`src/hdl/gbn_pkg.sv`:
```
package gbn_pkg;

    localparam int BUFFER_DEPTH  = 16384;
    localparam int SLOT_W        = $clog2(BUFFER_DEPTH);

    localparam int SEQ_W         = 32;
    localparam int WIN_W         = 11;
    localparam int TIMER_W       = 16;
    localparam int STORE_INDEX_W = 14;

    localparam int CFG_INDEX_W   = 1;
    localparam int CFG_DATA_W    = 16;

    localparam int S_TDATA_W     = 40;
    localparam int S_TUSER_W     = 2;
    localparam int M_TDATA_W     = 48;
    localparam int M_TUSER_W     = 3;

    localparam logic [WIN_W-1:0]   WINDOW_SIZE_RST = WIN_W'(100);
    localparam logic [TIMER_W-1:0] TIMEOUT_RST     = TIMER_W'(200);

    typedef logic [CFG_INDEX_W-1:0] t_cfg_index;
    localparam t_cfg_index CFG_WINDOW_SIZE   = CFG_INDEX_W'(0);
    localparam t_cfg_index CFG_TIMEOUT_TICKS = CFG_INDEX_W'(1);

    typedef enum logic [1:0] {
        MODE_START = 2'd0,
        MODE_DATA  = 2'd1,
        MODE_TICK  = 2'd2
    } t_mode;

    typedef struct packed {
        t_mode            mode;
        logic [SEQ_W-1:0] seq;
        logic             is_file;
        logic             is_end;
        logic             checksum_ok;
    } t_item;

    typedef struct packed {
        logic                     ack_valid;
        logic [SEQ_W-1:0]         ack_number;
        logic                     store_valid;
        logic [STORE_INDEX_W-1:0] store_index;
        logic                     file_done;
        logic                     out_of_order;
    } t_result;

    typedef struct packed {
        logic [WIN_W-1:0]   window_size;
        logic [TIMER_W-1:0] timeout_ticks;
    } t_cfg;

endpackage

```
`src/hdl/gbn_cfg.sv`:
```
module gbn_cfg (
    input  logic                         i_clk,
    input  logic                         i_rst_n,
    input  logic                         i_valid,
    input  gbn_pkg::t_cfg_index          i_index,
    input  logic [gbn_pkg::CFG_DATA_W-1:0] i_data,
    output logic                         o_ready,
    output gbn_pkg::t_cfg                o_cfg
);
    import gbn_pkg::*;

    logic [WIN_W-1:0]   r_window_size;
    logic [TIMER_W-1:0] r_timeout_ticks;

    assign o_ready = 1'b1;

    always_ff @(posedge i_clk) begin
        if (!i_rst_n) begin
            r_window_size   <= WINDOW_SIZE_RST;
            r_timeout_ticks <= TIMEOUT_RST;
        end else if (i_valid) begin
            unique case (i_index)
                CFG_WINDOW_SIZE:   r_window_size   <= i_data[WIN_W-1:0];
                CFG_TIMEOUT_TICKS: r_timeout_ticks <= i_data[TIMER_W-1:0];
                default: ;
            endcase
        end
    end

    assign o_cfg.window_size   = r_window_size;
    assign o_cfg.timeout_ticks = r_timeout_ticks;

endmodule

```
`src/hdl/gbn_core.sv`:
```
module gbn_core (
    input  logic             i_clk,
    input  logic             i_rst_n,
    input  logic             i_fire,
    input  gbn_pkg::t_item   i_item,
    input  gbn_pkg::t_cfg    i_cfg,
    output gbn_pkg::t_result o_result
);
    import gbn_pkg::*;

    logic               r_active,  n_active;
    logic [SEQ_W-1:0]   r_exp,     n_exp;
    logic [SEQ_W-1:0]   r_win_end, n_win_end;
    logic               r_resync,  n_resync;
    logic [TIMER_W-1:0] r_timer,   n_timer;

    logic [SEQ_W-1:0]   ws_ext;
    logic [SEQ_W-1:0]   exp_inc;
    logic [SEQ_W-1:0]   seq_inc;
    logic [TIMER_W:0]   timer_inc;
    t_result            res;

    assign ws_ext    = SEQ_W'(i_cfg.window_size);
    assign exp_inc   = r_exp + SEQ_W'(1);
    assign seq_inc   = i_item.seq + SEQ_W'(1);
    assign timer_inc = {1'b0, r_timer} + (TIMER_W+1)'(1);

    always_comb begin
        n_active  = r_active;
        n_exp     = r_exp;
        n_win_end = r_win_end;
        n_resync  = r_resync;
        n_timer   = r_timer;
        res       = '0;
        case (i_item.mode)
            MODE_START: begin
                if (i_item.checksum_ok) begin
                    n_active       = 1'b1;
                    n_exp          = seq_inc;
                    n_win_end      = seq_inc + ws_ext;
                    n_resync       = 1'b1;
                    n_timer        = '0;
                    res.ack_valid  = 1'b1;
                    res.ack_number = seq_inc;
                end
            end
            MODE_DATA: begin
                if (i_item.checksum_ok && r_active && i_item.is_file) begin
                    if (i_item.seq == r_exp) begin
                        res.store_valid = 1'b1;
                        res.store_index = STORE_INDEX_W'(i_item.seq[SLOT_W-1:0]);
                        n_resync        = 1'b1;
                        n_exp           = exp_inc;
                        if (i_item.is_end) begin
                            n_win_end      = exp_inc;
                            res.ack_valid  = 1'b1;
                            res.ack_number = exp_inc;
                            res.file_done  = 1'b1;
                            n_active       = 1'b0;
                        end else if (exp_inc == r_win_end) begin
                            // window full: cumulative ack and slide
                            n_win_end      = exp_inc + ws_ext;
                            res.ack_valid  = 1'b1;
                            res.ack_number = exp_inc;
                            n_timer        = '0;
                        end
                    end else if (i_item.seq > r_exp) begin
                        res.out_of_order = 1'b1;
                        if (r_resync) begin
                            n_resync       = 1'b0;
                            n_win_end      = r_exp + ws_ext;
                            res.ack_valid  = 1'b1;
                            res.ack_number = r_exp;
                            n_timer        = '0;
                        end
                    end
                end
            end
            MODE_TICK: begin
                if (r_active) begin
                    if (timer_inc > {1'b0, i_cfg.timeout_ticks}) begin
                        n_win_end      = r_exp + ws_ext;
                        res.ack_valid  = 1'b1;
                        res.ack_number = r_exp;
                        n_timer        = '0;
                    end else begin
                        n_timer = timer_inc[TIMER_W-1:0];
                    end
                end
            end
            default: ;
        endcase
    end

    always_ff @(posedge i_clk) begin
        if (!i_rst_n) begin
            r_active  <= 1'b0;
            r_exp     <= '0;
            r_win_end <= '0;
            r_resync  <= 1'b1;
            r_timer   <= '0;
        end else if (i_fire) begin
            r_active  <= n_active;
            r_exp     <= n_exp;
            r_win_end <= n_win_end;
            r_resync  <= n_resync;
            r_timer   <= n_timer;
        end
    end

    assign o_result = res;

endmodule

```
`src/hdl/go_back_n_receiver_window_top.sv`:
```
// an accepted request is first held in the input register, then moves into the result
// register, from which its result is offered on the output
// throughput: one request per cycle while the output is not stalled, bounded by the single
// compare-and-update pass on the window registers between input and result register
// reset (synchronous, active low) empties both registers, idles the receiver
// and restores window_size 100 and timeout_ticks 200
module go_back_n_receiver_window_top (
    input  logic                            i_clk,
    input  logic                            i_rst_n,
    input  logic                            s_axis_tvalid,
    output logic                            s_axis_tready,
    // seq[31:0], is_file[32], checksum_ok[33], zero pad
    input  logic [gbn_pkg::S_TDATA_W-1:0]   s_axis_tdata,
    // mode[1:0]
    input  logic [gbn_pkg::S_TUSER_W-1:0]   s_axis_tuser,
    input  logic                            s_axis_tlast,
    output logic                            m_axis_tvalid,
    input  logic                            m_axis_tready,
    // ack_number[31:0], store_index[45:32], zero pad
    output logic [gbn_pkg::M_TDATA_W-1:0]   m_axis_tdata,
    // ack_valid[0], store_valid[1], out_of_order[2]
    output logic [gbn_pkg::M_TUSER_W-1:0]   m_axis_tuser,
    output logic                            m_axis_tlast,
    input  logic                            i_cfg_valid,
    output logic                            o_cfg_ready,
    input  logic [gbn_pkg::CFG_INDEX_W-1:0] i_cfg_index,
    input  logic [gbn_pkg::CFG_DATA_W-1:0]  i_cfg_data
);
    import gbn_pkg::*;

    logic    r_in_vld;
    t_item   r_in_item;
    logic    r_out_vld;
    t_result r_out_res;
    logic    move;
    t_cfg    cfg;
    t_result core_res;

    gbn_cfg u_cfg (
        .i_clk   (i_clk),
        .i_rst_n (i_rst_n),
        .i_valid (i_cfg_valid),
        .i_index (i_cfg_index),
        .i_data  (i_cfg_data),
        .o_ready (o_cfg_ready),
        .o_cfg   (cfg)
    );

    gbn_core u_core (
        .i_clk    (i_clk),
        .i_rst_n  (i_rst_n),
        .i_fire   (move),
        .i_item   (r_in_item),
        .i_cfg    (cfg),
        .o_result (core_res)
    );

    // request moves into the result register when that slot is free or drains
    assign move          = r_in_vld && (!r_out_vld || m_axis_tready);
    assign s_axis_tready = !r_in_vld || move;

    always_ff @(posedge i_clk) begin
        if (!i_rst_n) begin
            r_in_vld  <= 1'b0;
            r_out_vld <= 1'b0;
        end else begin
            if (s_axis_tready) begin
                r_in_vld <= s_axis_tvalid;
            end
            if (move) begin
                r_out_vld <= 1'b1;
            end else if (m_axis_tready) begin
                r_out_vld <= 1'b0;
            end
        end
    end

    always_ff @(posedge i_clk) begin
        if (s_axis_tready && s_axis_tvalid) begin
            r_in_item.mode        <= t_mode'(s_axis_tuser);
            r_in_item.seq         <= s_axis_tdata[SEQ_W-1:0];
            r_in_item.is_file     <= s_axis_tdata[SEQ_W];
            r_in_item.checksum_ok <= s_axis_tdata[SEQ_W+1];
            r_in_item.is_end      <= s_axis_tlast;
        end
        if (move) begin
            r_out_res <= core_res;
        end
    end

    assign m_axis_tvalid = r_out_vld;
    assign m_axis_tdata  = M_TDATA_W'({r_out_res.store_index, r_out_res.ack_number});
    assign m_axis_tuser  = {r_out_res.out_of_order, r_out_res.store_valid,
                            r_out_res.ack_valid};
    assign m_axis_tlast  = r_out_res.file_done;

endmodule

```
`config.mk`:
```
export PLATFORM = sky130hd
export DESIGN_NAME = go_back_n_receiver_window_top
export DESIGN_NICKNAME = d
export VERILOG_FILES = /design/src/hdl/gbn_pkg.sv /design/src/hdl/gbn_cfg.sv /design/src/hdl/gbn_core.sv /design/src/hdl/go_back_n_receiver_window_top.sv
export SDC_FILE = /design/constraint.sdc
export NUM_CORES = 1
export LEC_CHECK = 0
export BUFFER_PORTS_ARGS = -buffer_cell sky130_fd_sc_hd__buf_4
export CORE_ASPECT_RATIO = 0.6
export CORE_MARGIN = 1
export CORE_UTILIZATION = 48
export CTS_CLUSTER_DIAMETER = 60
export DETAILED_ROUTE_END_ITERATION = 16
export GPL_TIMING_DRIVEN = 0
export PLACE_DENSITY = 0.63
export SETUP_SLACK_MARGIN = 0.1
export SKIP_LAST_GASP = 1
export SLEW_MARGIN = 20
export SYNTH_ARGS = -nofsm -noshare
export SYNTH_HDL_FRONTEND = slang
export SYNTH_HIERARCHICAL = 1
export SYNTH_SLANG_ARGS = --single-unit
```
`constraint.sdc`:
```
create_clock -name i_clk -period 6.6 [get_ports i_clk]
set_input_delay 0.99 -clock i_clk [delete_from_list [all_inputs] [get_ports i_clk]]
set_output_delay 0.99 -clock i_clk [all_outputs]
set_load 0.02 [all_outputs]
```
Word-level counts from Yosys, hierarchy flattened
Index checks and enable logic that the tools add are counted.

Flip-flop bits (word level): 198. Bits of input ports: 65.

Add/sub/neg operators: 6. Order comparisons: 2. Eq/ne operators: 15. Muxes and demuxes: 49. Bitwise operators: 3. Reduce and logical (&&, ||, !) cells: 22.

Operators with widths (count): $mux 32 (12); $mux 33 (8); $mux 16 (10); $pmux 33 s3 (1); $add 32x11->32 (3); $pmux 32 s3 (1); $add 32x1->32 const B (2); $eq 32x32->1 (2); $pmux 32 s2 (1); $mux 50 (1); $pmux 16 s3 (1); $gt 32x32->1 (1); $reduce_and 9->1 (2); $add 16x1->17 const B (1); $gt 17x16->1 (1); $mux 1 (12); $reduce_and 5->1 (2); $ne 2x1->1 const B (4); $ne 3x1->1 const B (2); $ne 3x3->1 const B (2); $reduce_and 2->1 (3); $reduce_and 6->1 (1); $logic_and 1x1->1 (4); $ne 2x2->1 const B (2); other kinds (12) (18).

Depth between registers and ports, before layout
Word-level depth: 7. Gate-level depth with buffers: 18.

Cells and area by module
Netlist, hierarchy kept.

By module, submodules not included: gbn_core (times used 1, cells an instance 1716, area each 11913.9 sq um, seq. area each 1641.6 sq um); go_back_n_receiver_window_top (times used 1, cells an instance 99, area each 2735.1 sq um, seq. area each 2652.5 sq um); gbn_cfg (times used 1, cells an instance 117, area each 1108.6 sq um, seq. area each 540.5 sq um).

Least setup slack after synthesis
No wires, ideal clock.

Kind: input-to-reg. Start: input port m_axis_tready. End: register u_core.r_win_end[28]. Library setup time: 0.119 ns. Arrival time: 5.189 ns. Slack: 1.292 ns. Stages: 10. Path buffers: 1. Cells stage by stage: nor2b_4 nor2b_1 o21ai_1 a211oi_1 nand2_1 a21oi_1 o31a_1 clkbuf_1 o21ai_0 o221a_2.

Longest elaborated chain between the ends: 3.

RTL lines: start, declared (line go_back_n_receiver_window_top.sv:18) `input logic m_axis_tready,`; $logic_or 1x1->1 (line go_back_n_receiver_window_top.sv:59) `assign move = r_in_vld && (!r_out_vld || m_axis_tready);`; $logic_and 1x1->1 (line go_back_n_receiver_window_top.sv:59); via move (line go_back_n_receiver_window_top.sv:35) `logic move;`; $reduce_and 9->1 (no source line); end signal, assigned (line gbn_core.sv:105) `r_win_end <= n_win_end;`; end, declared (line gbn_core.sv:13) `logic [SEQ_W-1:0] r_win_end, n_win_end;`.

The timed path passes the listed nets, and every way through them passes these cells. A chain may end at the register's enable or synchronous reset.

Worst setup path in the final report
Start: register u_core.r_exp[30]. End: register u_core.r_exp[0].

Longest elaborated chain between the ends: 3.

RTL lines: start, declared (line gbn_core.sv:12) `logic [SEQ_W-1:0] r_exp, n_exp;`; start signal, assigned (line gbn_core.sv:104) `r_exp <= n_exp;`; $eq 32x32->1 (line gbn_core.sv:49) `if (i_item.seq == r_exp) begin`; $ne 2x1->1 (no source line); $reduce_and 5->1 (no source line).

No other way between the ends.

==> flow_summary.yaml <==
clock_tree:
  post-cts-setup-buffers: 0
  insertion_delay_ns: 0.48
  cts.path.max_buffers: 2
  cts_buffers: 17
  clk_pin_slew_ns: 0.10
  cts_root_buffer: "clkbuf_16"
  cts_repair_resize_count: 0
  cts_tree: "built"
  hold_buffers: 0
  cts_sinks: 198
  cts_max_level: 4
sta:
  hold_violations: 0
  rsz0062_at_grt: "false"
  skew_ns: 0.0259
  fmaxAchievable_mhz: 153
  final.min_clock_period_ns: 6.54
  setup_violations: 0
  period_share: 0.992
  tightest_slew_ns: 1.35
  relSlewSlack: 0.0928
  drv_slew: 0
  fin_ws_ns: 0.0556
  whs_ns: 0.467
place:
  pre_cts_slack_ns: 0.605
  dp_hpwl_um: 59400
  gp_congestion: 1.14
  io_buffers: 110
layout:
  final_core_util: 0.563
  final_cell_mix: "177 x nand2_1, 160 x a21oi_1, 135 x nor2_1, 118 x buf_4, 112 x xnor2_1"
  syn_to_final_growth_pct: 13.3
  final_common_cell: "nand2_1"
  drive_gt1_frac: 0.115
  layout.nets: 2223
drt:
  wire_per_inst_um: 30.3
  drc: 0
  vias_per_cell: 7.04
  wirelength_um: 75800
  dr.pass1.iters: 10
  dr_total_vias: 17587
  drtIter0Drc: 3255
  postRouteAntennaNets: 0
worst_setup_path:
  required_ns: 6.99
  timing.rr.start: "u_core/r_exp[30]$_SDFFE_PN0P_"
  startpoint_type: "register"
  worstSetupPathType: "register to register"
  cp.arrival_ns: 6.94
  critPathMaxFanout: 10
  worst_setup_path_end_kind: "register"
  startpoint: "u_core/r_exp[30]$_SDFFE_PN0P_"
global_route:
  grtUsageTotal: 0.444
  grt_overflow: 0
  grt_max_degree: 26
  grt_pass1_vias: 15270
  antenna_found_initial: 5
  grt_pass1_wl_um: 106000
synth:
  ys_async_sr_fraction: 0
  yosys_warnings: 6
  syn_area_per_cell_um2: 8.16
  ys_ff_latch: 198
  yosysSeqAreaShare: 0.307
  netlist_instances: 1932
  synth_edf_count: 87
  synth_area_mm2: 0.0158
  synth_cell_types: 93
  ys.flop_type: "dfxtp_1"
floorplan:
  die_w_um: 236
  initial_core_util: 0.497
  dieArea_mm2: 0.0336
  row_count: 50
  chipHeight_um: 142
  fp.coreArea_mm2: 0.0317
  io_pins: 120
power:
  p_leak_nw: 6.59
  powerDensity_mw_per_mm2: 176
  vdd_ir_drop_max_v: 0.000198
  power_mw: 3.15
run:
  maxCapViolCount: 0
status:
  status: "complete, no violations"
min_path:
  min-delay-start: "u_cfg/r_timeout_ticks[11]$_SDFFE_PN0P_"
  hold_class: "register to register"
## through the flow
stage | instances | setup TNS (ns) | area [um^2]
after floorplan | 1933 | 0 | 15800
after global placement | 2459 | -84.30 | 17100
after detailed placement | 2463 | 0 | 17200
after CTS | 2495 | 0 | 17800
after global routing | 2497 | 0 | 17900
final | 2497 | 0 | 17900
## worst max-delay path, cell delays in order, from the launching register on
cell	delay [ns]
dfxtp_1	0.61
clkinv_1	0.55
ha_1	0.49
nand4_1	0.08
nor3_1	0.63
and3_1	0.30
clkbuf_1	0.60
and2_1	0.22
clkbuf_1	0.60
nand2_1	0.56
a21oi_2	0.74
clkbuf_1	0.66
o21ai_0	0.21
a21oi_1	0.18
## synth_stat cells (all sizes together) (6+ instances only)
cell type,number,share of area
a2111oi,8,0.0052
a211oi,21,0.010
a21o,20,0.0095
a21oi,163,0.052
a221oi,12,0.0067
a222oi,9,0.0057
a22oi,17,0.0081
a31oi,29,0.012
a32o,8,0.0051
and2,33,0.013
and3,35,0.014
and4,18,0.010
buf,41,0.015
clkbuf,81,0.019
clkinv,6,0.0014
dfxtp,111,0.14
edfxtp,87,0.17
ha,88,0.070
inv,86,0.020
mux2i,24,0.015
nand2,177,0.042
nand2b,14,0.0056
nand3,69,0.022
nand3b,14,0.0075
nand4,64,0.027
nor2,137,0.033
nor2b,8,0.0038
nor3,54,0.018
nor4,25,0.011
o211ai,25,0.013
o21a,7,0.0033
o21ai,111,0.038
o221ai,7,0.0039
o22ai,48,0.019
o31ai,8,0.0038
or2,7,0.0028
or3,26,0.011
or4,7,0.0033
xnor2,113,0.064
xor2,46,0.026
## path summary, 6_finish.rpt
path                                            endpoint  slack [ns]  cells after the start
setup reg to reg            u_core/r_exp[0]$_SDFFE_PN0P_        0.06                     13
hold / removal    u_cfg/r_timeout_ticks[11]$_SDFFE_PN0P_        0.47                      2
hold reg to reg   u_cfg/r_timeout_ticks[11]$_SDFFE_PN0P_        0.47                      2
setup / recovery            u_core/r_exp[0]$_SDFFE_PN0P_        0.06                     13
## final cells by class
| type | instances | area (um^2) |
|---|---|---|
| Clock buffer | 17 | 425 |
| Multi-Input combinational cell | 1521 | 10100 |
| Clock inverter | 15 | 185 |
| Buffer | 122 | 543 |
| Tap cell | 416 | 520 |
| Timing Repair Buffer | 115 | 913 |
| Antenna cell | 1 | 2.50 |
| Sequential cell | 198 | 4830 |
| Fill cell | 2999 | 13900 |
| Inverter | 92 | 345 |
## cell families after synthesis
kind of cell	after synthesis	share of synthesized area
XOR/XNOR	163	0.0953
adder cells (fa/ha/maj)	91	0.0737
multiplexers	24	0.0152
AO/OA/AOI/OAI	543	0.224
AND/OR/NAND/NOR	697	0.228
flip-flops	198	0.307
buffers and inverters	214	0.0564
other	2	0.000477
## registers in the layout, summed over array words and instances (netlist names), 3 cells and up
register               count
m_axis_tdata              46
u_core/r_timer            16
u_cfg/r_timeout_ticks     16
r_in_item                 37
u_core/r_exp              32
m_axis_tuser               3
u_core/r_win_end          32
u_cfg/r_window_size       11
## power breakdown
group          total (mW)  internal (mW)  switching, mW
sequential           1.39           1.33         0.0591
combinational       0.633          0.208          0.426
clock                1.13          0.522          0.604
total                3.15           2.06           1.09
## routing by layer
| metal | GRT usage | share of wire | vias up |
|---|---|---|---|
| met3 | 0.310 | 0.21 | 205 |
| met2 | 0.515 | 0.33 | 1574 |
| met4 | 0.0908 | 0.027 | 10 |
| met1 | 0.633 | 0.43 | 8362 |
| li1 | - | - | 7436 |
| met5 | 0.0245 | 0.0023 | - |
No activity file was read; power rests on OpenSTA's default activity.
